==> src/hdl/ccps_pkg.sv <==
// ----------------------------------------------------------------------------
// ccps_pkg
// shared types and constants of the cell charge particle splitter
// ----------------------------------------------------------------------------
`default_nettype none

package ccps_pkg;

    localparam int CELL_W      = 16;
    localparam int SPEC_W      = 4;
    localparam int Q_W         = 32;
    localparam int POS_W       = 17;
    localparam int LVL_W       = 3;
    localparam int ADDR_W      = 3;
    localparam int DATA_W      = 32;
    localparam int MAX_LEVEL_DEF = 5;

    // x0 has 17 quotient bits, one per divider step
    localparam int DIV_STEPS   = 17;
    localparam int DIV_CNT_W   = 5;

    localparam logic [Q_W-1:0]   TARGET_RESET = 32'h0001_0000;
    localparam logic [POS_W-1:0] POS_ONE      = 17'h1_0000;

    // register select bit of paddr
    localparam logic REG_TARGET  = 1'b0;
    localparam logic REG_SPECIES = 1'b1;

    typedef enum logic [1:0] {
        ST_IDLE,
        ST_SOLVE,
        ST_EMIT
    } ccps_state_t;

    typedef struct packed {
        logic [Q_W-1:0]    target_weight;
        logic [SPEC_W-1:0] species_tag;
    } ccps_cfg_t;

    typedef struct packed {
        logic             busy;
        logic [POS_W-1:0] quotient;
    } ccps_div_status_t;

    typedef struct packed {
        logic             busy;
        logic [LVL_W-1:0] level;
    } ccps_lvl_status_t;

endpackage

`default_nettype wire

==> src/hdl/cell_charge_particle_splitter_top.sv <==
// ----------------------------------------------------------------------------
// cell_charge_particle_splitter_top: splits mesh cells into weighted particles
// each cell is solved by the divider and both level units, then emitted piece by piece
// (N = 2^k_high + 2^k_low pieces), held by output stalls; the next cell is taken only
// after the last piece; a zero-charge cell is dropped; reset: rst_n clears control at once
// ----------------------------------------------------------------------------
`default_nettype none

module cell_charge_particle_splitter_top
#(
    parameter int MAX_LEVEL = ccps_pkg::MAX_LEVEL_DEF
)
(
    input  wire logic                        clk,
    input  wire logic                        rst_n,
    // apb configuration
    input  wire logic                        psel,
    input  wire logic                        penable,
    input  wire logic                        pwrite,
    input  wire logic [ccps_pkg::ADDR_W-1:0] paddr,
    input  wire logic [ccps_pkg::DATA_W-1:0] pwdata,
    output logic      [ccps_pkg::DATA_W-1:0] prdata,
    output logic                             pready,
    // cell input
    input  wire logic                        s_tvalid,
    output logic                             s_tready,
    input  wire logic [79:0]                 s_tdata,  // cell_index, charge_low_side, charge_high_side
    // particle output
    output logic                             m_tvalid,
    input  wire logic                        m_tready,
    output logic      [71:0]                 m_tdata,  // out_cell, position, weight, zero fill
    output logic      [3:0]                  m_tuser,  // out_species
    output logic                             m_tlast   // last
);

    localparam int CNT_W = MAX_LEVEL;
    localparam int ACC_W = ccps_pkg::POS_W + MAX_LEVEL + 1;

    ccps_pkg::ccps_cfg_t        cfg;
    ccps_pkg::ccps_div_status_t div_st;
    ccps_pkg::ccps_lvl_status_t lvl_lo_st, lvl_hi_st;
    ccps_pkg::ccps_state_t      state_reg, state_next;

    logic [ccps_pkg::CELL_W-1:0] in_cell;
    logic [ccps_pkg::Q_W-1:0]    in_qlo, in_qhi;
    logic [ccps_pkg::Q_W:0]      in_sum;
    logic                        accept, start, solve_done, emit_fire, last_piece;

    logic [ccps_pkg::CELL_W-1:0] cell_reg;
    logic [ccps_pkg::Q_W-1:0]    qlo_reg, qhi_reg;
    logic [ccps_pkg::POS_W-1:0]  x0_reg;
    logic                        region_reg;
    logic [CNT_W-1:0]            piece_reg;
    logic [ACC_W-1:0]            acc_reg;

    logic                        out_valid_reg;
    logic [ccps_pkg::CELL_W-1:0] out_cell_reg;
    logic [ccps_pkg::SPEC_W-1:0] out_spec_reg;
    logic [ccps_pkg::POS_W-1:0]  out_pos_reg;
    logic [ccps_pkg::Q_W-1:0]    out_w_reg;
    logic                        out_last_reg;

    logic [ccps_pkg::LVL_W-1:0]  cur_lvl;
    logic [ccps_pkg::POS_W-1:0]  cur_len, cur_start;
    logic [ccps_pkg::Q_W-1:0]    cur_q;
    logic [CNT_W-1:0]            piece_mask;
    logic [ACC_W-1:0]            acc_shift;
    logic [ACC_W-1:0]            pos_sum;

    assign in_cell = s_tdata[15:0];
    assign in_qlo  = s_tdata[47:16];
    assign in_qhi  = s_tdata[79:48];
    assign in_sum  = {1'b0, in_qlo} + {1'b0, in_qhi};

    ccps_apb_regs u_regs
    (
        .clk     (clk),
        .rst_n   (rst_n),
        .psel    (psel),
        .penable (penable),
        .pwrite  (pwrite),
        .paddr   (paddr),
        .pwdata  (pwdata),
        .prdata  (prdata),
        .pready  (pready),
        .cfg     (cfg)
    );

    ccps_div_unit u_div
    (
        .clk         (clk),
        .rst_n       (rst_n),
        .start       (start),
        .charge_high (in_qhi),
        .divisor     (in_sum),
        .status      (div_st)
    );

    ccps_level_unit #(.MAX_LEVEL(MAX_LEVEL)) u_lvl_lo
    (
        .clk           (clk),
        .rst_n         (rst_n),
        .start         (start),
        .charge        (in_qlo),
        .target_weight (cfg.target_weight),
        .status        (lvl_lo_st)
    );

    ccps_level_unit #(.MAX_LEVEL(MAX_LEVEL)) u_lvl_hi
    (
        .clk           (clk),
        .rst_n         (rst_n),
        .start         (start),
        .charge        (in_qhi),
        .target_weight (cfg.target_weight),
        .status        (lvl_hi_st)
    );

    // current region: high region is emitted first
    assign cur_lvl    = region_reg ? lvl_hi_st.level : lvl_lo_st.level;
    assign cur_start  = region_reg ? x0_reg : '0;
    assign cur_len    = region_reg ? (ccps_pkg::POS_ONE - x0_reg) : x0_reg;
    assign cur_q      = region_reg ? qhi_reg : qlo_reg;
    assign piece_mask = CNT_W'((32'd1 << cur_lvl) - 32'd1);
    assign last_piece = (piece_reg == piece_mask);
    // acc holds (2m+1) * len
    assign acc_shift  = acc_reg >> (cur_lvl + 1'b1);
    assign pos_sum    = ACC_W'(cur_start) + acc_shift;

    assign accept     = s_tvalid && s_tready;
    assign emit_fire  = (state_reg == ccps_pkg::ST_EMIT) && (!out_valid_reg || m_tready);

    // next state
    always_comb
    begin
        state_next = state_reg;
        unique case (state_reg)
            ccps_pkg::ST_IDLE:
                if (s_tvalid && (in_sum != '0))
                    state_next = ccps_pkg::ST_SOLVE;
            ccps_pkg::ST_SOLVE:
                if (!div_st.busy && !lvl_lo_st.busy && !lvl_hi_st.busy)
                    state_next = ccps_pkg::ST_EMIT;
            ccps_pkg::ST_EMIT:
                if (emit_fire && last_piece && !region_reg)
                    state_next = ccps_pkg::ST_IDLE;
            default:
                state_next = ccps_pkg::ST_IDLE;
        endcase
    end

    // state outputs
    always_comb
    begin
        s_tready   = 1'b0;
        solve_done = 1'b0;
        unique case (state_reg)
            ccps_pkg::ST_IDLE:
                s_tready = 1'b1;
            ccps_pkg::ST_SOLVE:
                solve_done = !div_st.busy && !lvl_lo_st.busy && !lvl_hi_st.busy;
            ccps_pkg::ST_EMIT:
                s_tready = 1'b0;
            default:
                s_tready = 1'b0;
        endcase
    end

    // a cell with zero charge is taken and dropped
    assign start = accept && (in_sum != '0);

    always_ff @(posedge clk or negedge rst_n)
    begin
        if (!rst_n)
            state_reg <= ccps_pkg::ST_IDLE;
        else
            state_reg <= state_next;
    end

    always_ff @(posedge clk or negedge rst_n)
    begin
        if (!rst_n)
        begin
            region_reg <= 1'b0;
            piece_reg  <= '0;
        end
        else if (solve_done)
        begin
            region_reg <= 1'b1;
            piece_reg  <= '0;
        end
        else if (emit_fire)
        begin
            if (last_piece)
            begin
                region_reg <= 1'b0;
                piece_reg  <= '0;
            end
            else
                piece_reg <= piece_reg + 1'b1;
        end
    end

    always_ff @(posedge clk)
    begin
        if (start)
        begin
            cell_reg <= in_cell;
            qlo_reg  <= in_qlo;
            qhi_reg  <= in_qhi;
        end
        if (solve_done)
        begin
            x0_reg  <= div_st.quotient;
            acc_reg <= ACC_W'(ccps_pkg::POS_ONE - div_st.quotient);
        end
        else if (emit_fire)
        begin
            if (last_piece)
                acc_reg <= ACC_W'(x0_reg);
            else
                acc_reg <= acc_reg + ACC_W'({cur_len, 1'b0});
        end
    end

    // output register
    always_ff @(posedge clk or negedge rst_n)
    begin
        if (!rst_n)
            out_valid_reg <= 1'b0;
        else if (emit_fire)
            out_valid_reg <= 1'b1;
        else if (m_tready)
            out_valid_reg <= 1'b0;
    end

    always_ff @(posedge clk)
    begin
        if (emit_fire)
        begin
            out_cell_reg <= cell_reg;
            out_spec_reg <= cfg.species_tag;
            out_pos_reg  <= pos_sum[ccps_pkg::POS_W-1:0];
            out_w_reg    <= cur_q >> cur_lvl;
            out_last_reg <= last_piece && !region_reg;
        end
    end

    assign m_tvalid = out_valid_reg;
    assign m_tdata  = {7'b0, out_w_reg, out_pos_reg, out_cell_reg};
    assign m_tuser  = out_spec_reg;
    assign m_tlast  = out_last_reg;

endmodule

`default_nettype wire

==> src/hdl/ccps_apb_regs.sv <==
// ----------------------------------------------------------------------------
// ccps_apb_regs
// configuration registers behind an apb-style slave port
// ----------------------------------------------------------------------------
`default_nettype none

module ccps_apb_regs
(
    input  wire logic                        clk,
    input  wire logic                        rst_n,
    input  wire logic                        psel,
    input  wire logic                        penable,
    input  wire logic                        pwrite,
    input  wire logic [ccps_pkg::ADDR_W-1:0] paddr,
    input  wire logic [ccps_pkg::DATA_W-1:0] pwdata,
    output logic      [ccps_pkg::DATA_W-1:0] prdata,
    output logic                             pready,
    output ccps_pkg::ccps_cfg_t              cfg
);

    logic [ccps_pkg::Q_W-1:0]    target_reg;
    logic [ccps_pkg::SPEC_W-1:0] species_reg;
    logic                        wr_en;

    assign pready = 1'b1;
    assign wr_en  = psel && penable && pwrite && pready;

    always_ff @(posedge clk or negedge rst_n)
    begin
        if (!rst_n)
        begin
            target_reg  <= ccps_pkg::TARGET_RESET;
            species_reg <= '0;
        end
        else if (wr_en)
        begin
            unique case (paddr[2])
                ccps_pkg::REG_TARGET:  target_reg  <= pwdata;
                ccps_pkg::REG_SPECIES: species_reg <= pwdata[ccps_pkg::SPEC_W-1:0];
                default:               target_reg  <= target_reg;
            endcase
        end
    end

    always_comb
    begin
        unique case (paddr[2])
            ccps_pkg::REG_TARGET:  prdata = target_reg;
            ccps_pkg::REG_SPECIES: prdata = {{(ccps_pkg::DATA_W-ccps_pkg::SPEC_W){1'b0}},
                                             species_reg};
            default:               prdata = '0;
        endcase
    end

    assign cfg.target_weight = target_reg;
    assign cfg.species_tag   = species_reg;

endmodule

`default_nettype wire

==> src/hdl/ccps_div_unit.sv <==
// ----------------------------------------------------------------------------
// ccps_div_unit
// restoring divider, one quotient bit per cycle: x0 = (qhi << 16) / sum
// ----------------------------------------------------------------------------
`default_nettype none

module ccps_div_unit
(
    input  wire logic                       clk,
    input  wire logic                       rst_n,
    input  wire logic                       start,
    input  wire logic [ccps_pkg::Q_W-1:0]   charge_high,
    input  wire logic [ccps_pkg::Q_W:0]     divisor,
    output ccps_pkg::ccps_div_status_t      status
);

    logic                              busy_reg,   busy_next;
    logic [ccps_pkg::DIV_CNT_W-1:0]    cnt_reg,    cnt_next;
    logic [ccps_pkg::Q_W:0]            rem_reg,    rem_next;
    logic [ccps_pkg::Q_W:0]            div_reg,    div_next;
    logic [ccps_pkg::POS_W-1:0]        bits_reg,   bits_next;
    logic [ccps_pkg::POS_W-1:0]        quot_reg,   quot_next;
    logic [ccps_pkg::Q_W+1:0]          trial;
    logic                              fits;

    // shifted remainder with the next dividend bit brought down
    assign trial = {rem_reg, bits_reg[ccps_pkg::POS_W-1]};
    assign fits  = trial >= {1'b0, div_reg};

    always_comb
    begin
        busy_next = busy_reg;
        cnt_next  = cnt_reg;
        rem_next  = rem_reg;
        div_next  = div_reg;
        bits_next = bits_reg;
        quot_next = quot_reg;
        if (start)
        begin
            busy_next = 1'b1;
            cnt_next  = ccps_pkg::DIV_CNT_W'(ccps_pkg::DIV_STEPS);
            // top 31 dividend bits above the quotient window, always below the sum
            rem_next  = {2'b00, charge_high[ccps_pkg::Q_W-1:1]};
            div_next  = divisor;
            bits_next = {charge_high[0], {(ccps_pkg::POS_W-1){1'b0}}};
            quot_next = '0;
        end
        else if (busy_reg)
        begin
            rem_next  = fits ? (ccps_pkg::Q_W+1)'(trial - {1'b0, div_reg})
                             : trial[ccps_pkg::Q_W:0];
            bits_next = {bits_reg[ccps_pkg::POS_W-2:0], 1'b0};
            quot_next = {quot_reg[ccps_pkg::POS_W-2:0], fits};
            cnt_next  = cnt_reg - 1'b1;
            if (cnt_reg == ccps_pkg::DIV_CNT_W'(1))
                busy_next = 1'b0;
        end
    end

    always_ff @(posedge clk or negedge rst_n)
    begin
        if (!rst_n)
        begin
            busy_reg <= 1'b0;
            cnt_reg  <= '0;
        end
        else
        begin
            busy_reg <= busy_next;
            cnt_reg  <= cnt_next;
        end
    end

    always_ff @(posedge clk)
    begin
        rem_reg  <= rem_next;
        div_reg  <= div_next;
        bits_reg <= bits_next;
        quot_reg <= quot_next;
    end

    assign status.busy     = busy_reg;
    assign status.quotient = quot_reg;

endmodule

`default_nettype wire

==> src/hdl/ccps_level_unit.sv <==
// ----------------------------------------------------------------------------
// ccps_level_unit
// finds the halving level of one region, one compare per cycle
// ----------------------------------------------------------------------------
`default_nettype none

module ccps_level_unit
#(
    parameter int MAX_LEVEL = ccps_pkg::MAX_LEVEL_DEF
)
(
    input  wire logic                     clk,
    input  wire logic                     rst_n,
    input  wire logic                     start,
    input  wire logic [ccps_pkg::Q_W-1:0] charge,
    input  wire logic [ccps_pkg::Q_W-1:0] target_weight,
    output ccps_pkg::ccps_lvl_status_t    status
);

    localparam int SH_W = ccps_pkg::Q_W + MAX_LEVEL;

    logic                           busy_reg, busy_next;
    logic [ccps_pkg::LVL_W-1:0]     lvl_reg,  lvl_next;
    logic [ccps_pkg::Q_W-1:0]       q_reg,    q_next;
    logic [SH_W-1:0]                limit;
    logic                           over;

    assign limit = SH_W'(target_weight) << lvl_reg;
    assign over  = (lvl_reg < ccps_pkg::LVL_W'(MAX_LEVEL)) && (SH_W'(q_reg) > limit);

    always_comb
    begin
        busy_next = busy_reg;
        lvl_next  = lvl_reg;
        q_next    = q_reg;
        if (start)
        begin
            busy_next = 1'b1;
            lvl_next  = '0;
            q_next    = charge;
        end
        else if (busy_reg)
        begin
            if (over)
                lvl_next = lvl_reg + 1'b1;
            else
                busy_next = 1'b0;
        end
    end

    always_ff @(posedge clk or negedge rst_n)
    begin
        if (!rst_n)
        begin
            busy_reg <= 1'b0;
            lvl_reg  <= '0;
        end
        else
        begin
            busy_reg <= busy_next;
            lvl_reg  <= lvl_next;
        end
    end

    always_ff @(posedge clk)
    begin
        q_reg <= q_next;
    end

    assign status.busy  = busy_reg;
    assign status.level = lvl_reg;

endmodule

`default_nettype wire

==> config.mk <==
export PLATFORM = sky130hd
export DESIGN_NAME = cell_charge_particle_splitter_top
export DESIGN_NICKNAME = d
export VERILOG_FILES = /design/src/hdl/ccps_pkg.sv /design/src/hdl/cell_charge_particle_splitter_top.sv /design/src/hdl/ccps_apb_regs.sv /design/src/hdl/ccps_div_unit.sv /design/src/hdl/ccps_level_unit.sv
export SDC_FILE = /design/constraint.sdc
export NUM_CORES = 1
export LEC_CHECK = 0
export ABC_CLOCK_PERIOD_IN_PS = 18300
export BUFFER_PORTS_ARGS = -buffer_cell sky130_fd_sc_hd__buf_2
export CAP_MARGIN = 40
export CORE_MARGIN = 4
export CORE_UTILIZATION = 60
export DETAILED_ROUTE_END_ITERATION = 7
export PLACE_DENSITY = 0.81
export SYNTH_ARGS = -nofsm -noshare
export SYNTH_HDL_FRONTEND = slang
export SYNTH_SLANG_ARGS = --single-unit
export TNS_END_PERCENT = 1
==> constraint.sdc <==
create_clock -name clk -period 18.3 [get_ports clk]
set_clock_uncertainty 0.05 [all_clocks]
set_input_delay 3.66 -clock clk [delete_from_list [all_inputs] [get_ports clk]]
set_output_delay 3.66 -clock clk [all_outputs]
set_load 0.02 [all_outputs]
Word level (Yosys, flattened, before mapping):

Cells that the tools add are included.

* output and inout bits: 112
* bits in registers: 333
* word-level logic and storage cells: 136

* bitwise logic cells: 1
* mux-type cells: 44
* reductions and logical operators: 35
* eq/ne operators: 7
* add/sub/neg operators: 12
* magnitude comparators: 5
* shift operators: 5

Operators by type and width (number)
* 32-bit by 37-bit greater-than comparator with 1-bit output: 2
* 32-bit by 3-bit left shift with 37-bit output: 2
* 23-bit two-way mux: 3
* 17-bit two-way mux: 4
* 32-bit one-hot mux with 2 select lines: 1
* 31-bit two-way mux: 2
* 34-bit by 33-bit greater-or-equal comparator with 1-bit output: 1
* 32-bit by 32-bit adder with 33-bit output: 1
* 33-bit two-way mux: 1
* 33-bit nonzero test: 1
* 33-bit subtractor: 1
* 32-bit two-way mux: 1
* 32-bit by 3-bit >> shifter with 32-bit output: 1
* 5-bit two-way mux: 5
* 23-bit by 18-bit adder with 23-bit output: 1
* 23-bit by 3-bit >> shifter with 17-bit output: 1
* 3-bit two-way mux: 7
* 17-bit by 17-bit subtractor with 18-bit output, first input constant: 1
* 17-bit adder: 1
* 17-bit subtractor, first input constant: 1
* 1-bit two-way mux: 16
* 2-bit nonzero test: 8
* 1-bit logical AND: 13
* 2-bit AND reduction: 5
* other kinds (18): 29

Logic depth before layout (Yosys ltp):

* depth after elaboration: 8
* gate-level depth with buffers: 24
* depth with buffers taken out: 19

Cells and area by module:

A second synthesis with hierarchy kept.

* cell total of the unflattened synthesis: 2452
* area, all modules: 26593.0 sq um

By module, submodules not included
* cell_charge_particle_splitter_top: cells an instance 1237, instances 1, seq. area each 5930.7 sq um, area each 13180.1 sq um
* ccps_level_unit: cells an instance 251, instances 2, seq. area each 1061.0 sq um, area each 2986.6 sq um
* ccps_div_unit: cells an instance 599, instances 1, seq. area each 2482.4 sq um, area each 5711.7 sq um
* ccps_apb_regs: cells an instance 114, instances 1, seq. area each 902.1 sq um, area each 1727.9 sq um

Worst setup path after synthesis:

Ideal clock, no wire load.

* kind: input to register
* from: in s_tdata[16]
* to: reg cell_reg[0] (netlist bit) (enable)
* stages on the path: 14
* setup time: 522 ps
* arrival time: 9493 ps
* path slack: 8235 ps
* data required time: 17728 ps
* cell sequence: ha_1 fa_1 a21o_1 a221o_1 a21o_1 nand3b_2 nand4_4 a2111oi_0 nor3_1 o211ai_1 nor4_1 a31o_2 inv_2 clkbuf_1

* word-level cells in the longest chain between the ends: 3

RTL lines
* start, declared: line cell_charge_particle_splitter_top.sv:27 `input wire logic [79:0] s_tdata,`
* 32-bit by 32-bit adder with 33-bit output: line cell_charge_particle_splitter_top.sv:73 `assign in_sum = {1'b0, in_qlo} + {1'b0, in_qhi};`
* 33-bit nonzero test: line cell_charge_particle_splitter_top.sv:170 `assign start = accept && (in_sum != '0);`
* 1-bit logical AND: line cell_charge_particle_splitter_top.sv:170
* named net start: line cell_charge_particle_splitter_top.sv:47 `logic accept, start, solve_done, emit_fire, last_piece;`
* end signal, assigned: line cell_charge_particle_splitter_top.sv:208 `cell_reg <= in_cell;`
* end, declared: line cell_charge_particle_splitter_top.sv:49 `logic [ccps_pkg::CELL_W-1:0] cell_reg;`

The timed path passes the listed nets, and every way through them passes these cells.
A chain may end at the register's enable or synchronous reset.

Final worst setup path:

* from: in paddr[2] (netlist bit)
* to: out prdata[0] (netlist bit)

* word-level cells in the longest chain between the ends: 2

RTL lines
* start, declared: line cell_charge_particle_splitter_top.sv:20 `input wire logic [ccps_pkg::ADDR_W-1:0] paddr,`
* 1-bit NOT: line ccps_apb_regs.sv:47 `unique case (paddr[2])`
* 32-bit one-hot mux with 2 select lines *: line ccps_apb_regs.sv:47
* end, declared: line cell_charge_particle_splitter_top.sv:22 `output logic [ccps_pkg::DATA_W-1:0] prdata,`

Every way passes the cells marked *; elsewhere a longest branch is shown, timed or not.

==> results.py <==
metrics = {
    "setup_path": {
        "crit_type": "primary input to output pin",
        "ff2ff_path_depth": 21,
        "worstPathRequired_ns": 14.59,
        "path_max_fanout": 34,
        "start_kind": "primary input",
        "crit_arrival_ns": 4.84,
        "crit_path_end_kind": "output pin",
    },
    "clock_tree": {
        "clk_pin_slew_ns": 0.05,
        "cts_hold_buf": 0,
        "clk_path_buf_depth": 3,
        "cts_resized": 0,
        "cts_tree": "yes",
        "h-tree-depth": 2,
        "cts_buffers": 36,
        "clock_latency_ns": 0.53,
        "cts_root_buf": "clkbuf_16",
        "cts.sinks": 333,
        "post_cts_buffers": 0,
    },
    "timing": {
        "setup_viol": 0,
        "worst_pin_slew_ns": 0.925,
        "fmax_mhz": 117,
        "fin_crit_ns": 8.55,
        "rsz0062_at_grt": "false",
        "holdWs_ns": 0.372,
        "maxSlewHeadroom": 0.383,
        "setup-tns-final_ns": 0,
        "period_share": 0.467,
        "drv_slew": 0,
        "timing.final.hold_violations": 0,
    },
    "global_route": {
        "use_met3": 0.0394,
        "grt_overflow": 0,
        "busiest_layer": "met2",
        "globalRouteMet2Util": 0.462,
        "grt_start_max_net_pins": 79,
        "met1_usage": 0.404,
        "grt_pass1_wl_um": 97500,
        "grt_pass1_vias": 18000,
        "antenna_found_initial": 0,
        "track_usage": 0.287,
    },
    "route": {
        "drtPass1Iterations": 7,
        "wirelength_um": 62800,
        "drc_errors": 0,
        "wl_per_cell_um": 21.2,
        "routed_via_density": 6.28,
        "drtIter0Drc": 2054,
        "vias": 18600,
        "ant_nets": 0,
    },
    "die": {
        "fp.dieH_um": 207,
        "ios": 234,
        "fp.dieArea_mm2": 0.0427,
        "row_count": 72,
        "start_util": 0.610,
        "die_x_um": 207,
        "coreArea_mm2": 0.0388,
    },
    "power_and_ir_drop": {
        "power.leakage_nw": 10.9,
        "power_density_mw_per_mm2": 185,
        "max-vdd-ir-drop_v": 0.0000859,
    },
    "synth": {
        "synth_area_per_cell_um2": 10.6,
        "synth.most_common_cell": "edfxtp_1",
        "synth_top_area_share": 0.323,
        "yosysSeqAreaShare": 0.402,
        "synth-warning-count": 0,
        "async_reset_ff_frac": 0.177,
        "ys_ff_latch": 333,
        "yosys.cell_types.count": 77,
        "synthCells": 2233,
        "synth-edff-count": 255,
        "yosysTopAreaCell": "edfxtp_1",
        "syn_area_mm2": 0.0237,
        "synth_commonest_cells": "edfxtp_1 (255), mux2i_1 (197), ha_1 (174)",
        "synth_area_leaders": "edfxtp_1 (32%), ha_1 (9.2%), mux2i_1 (8.3%)",
        "dominantRegCellSynth": "edfxtp_1",
    },
    "placement": {
        "dpl.hpwl_um": 48100,
        "gp_congestion": 0.994,
        "io_buffers": 223,
        "placed_cells": 2895,
        "dpl_cell_area_mm2": 0.0252,
    },
    "min_path": {
        "hold_path_class": "flop to flop",
        "hold_depth": 0,
    },
    "layout": {
        "drive_gt1_frac": 0.191,
        "stdcell_area_mm2": 0.0263,
        "synthToLayoutAreaGrowth_pct": 11.2,
        "instances_no_fill": 2958,
        "fin_nets": 2715,
        "antenna_cells": 0,
    },
    "status": {
        "status": "finished clean",
    },
    "run": {
        "maxCapViolations": 0,
    },
}
worst paths after layout:
check	from	endpoint	slack (ns)
worst max-delay path	paddr[2]	prdata[0]	9.75
worst min-delay path	cell_reg[4]	out_cell_reg[4]	0.37
worst max register to register	u_lvl_lo.lvl_reg[1]	out_pos_reg[16]	12.38
worst min register to register	cell_reg[4]	out_cell_reg[4]	0.37
max in group asynchronous	rst_n	u_lvl_hi.lvl_reg[0]	14.32
min in group asynchronous	rst_n	m_tvalid	3.25
area by class of cell:
class	count	area, µm²
inverters	82	310
flip-flops and latches	333	9520
clock buffers	50	1010
clock inverters	13	88.8
repair buffers	247	1300
well taps	518	648
multi-input cells	1715	13500
fillers	2958	12500
through the flow:
stage                     power [mW]  setup slack, ns   util
final                           4.87             9.75  0.678
after global routing            5.22             9.73  0.678
after CTS                       4.83             9.76  0.678
after detailed placement        4.12             9.53  0.650
after global placement          3.99             9.63  0.650
after floorplan                 3.47             8.24      -
worst max-delay path: stages:
cell and delay (ns):
buf_2 0.57, mux2_2 0.43, buf_2 0.17
cell usage in the layout, fill, tap and decap left out, drive strengths merged, types with 6 or more instances in the layout:
cell type	instances
a31oi	12
o21a	14
conb	8
edfxtp	255
o21ai	119
o31ai	11
nor3b	6
nand4b	7
a211oi	43
clkinv	11
nor4	10
o211ai	12
mux2i	197
nor2	142
xor2	51
nor2b	60
ha	174
mux4	39
and2	24
a211o	6
o21bai	17
nand2b	34
or2	8
nor3	34
nand2	139
buf	247
or3	18
xnor2	76
a21oi	151
nand4	27
and3	10
dfrtp	58
clkbuf	50
nand3	22
a21o	60
dfxtp	19
mux2	115
inv	82
power by group:
group          internal, mW  total, mW  leakage [nW]  switching (mW)
Combinational          1.21       2.80          7.06            1.58
Clock                 0.400      0.692         0.539           0.291
Sequential             1.17       1.38          3.27           0.210
Total                  2.78       4.87          10.9            2.09
kinds of logic (layout without fill, tap and decap cells):
family	Yosys count	after routing	share of synthesized area
flip-flops	333	333	0.402
AO/OA/AOI/OAI	492	492	0.130
XOR/XNOR	127	127	0.0469
adder cells (fa/ha/maj)	178	178	0.0953
other	2	8	0.000317
AND/OR/NAND/NOR	559	559	0.118
multiplexers	351	351	0.175
buffers and inverters	191	392	0.0328
routing by layer:
layer,up-vias,share of wire
met5,-,0
met4,0,0.037
met3,141,0.081
met2,798,0.45
met1,8953,0.43
li1,8688,-
No activity file was read; power rests on OpenSTA's default activity.
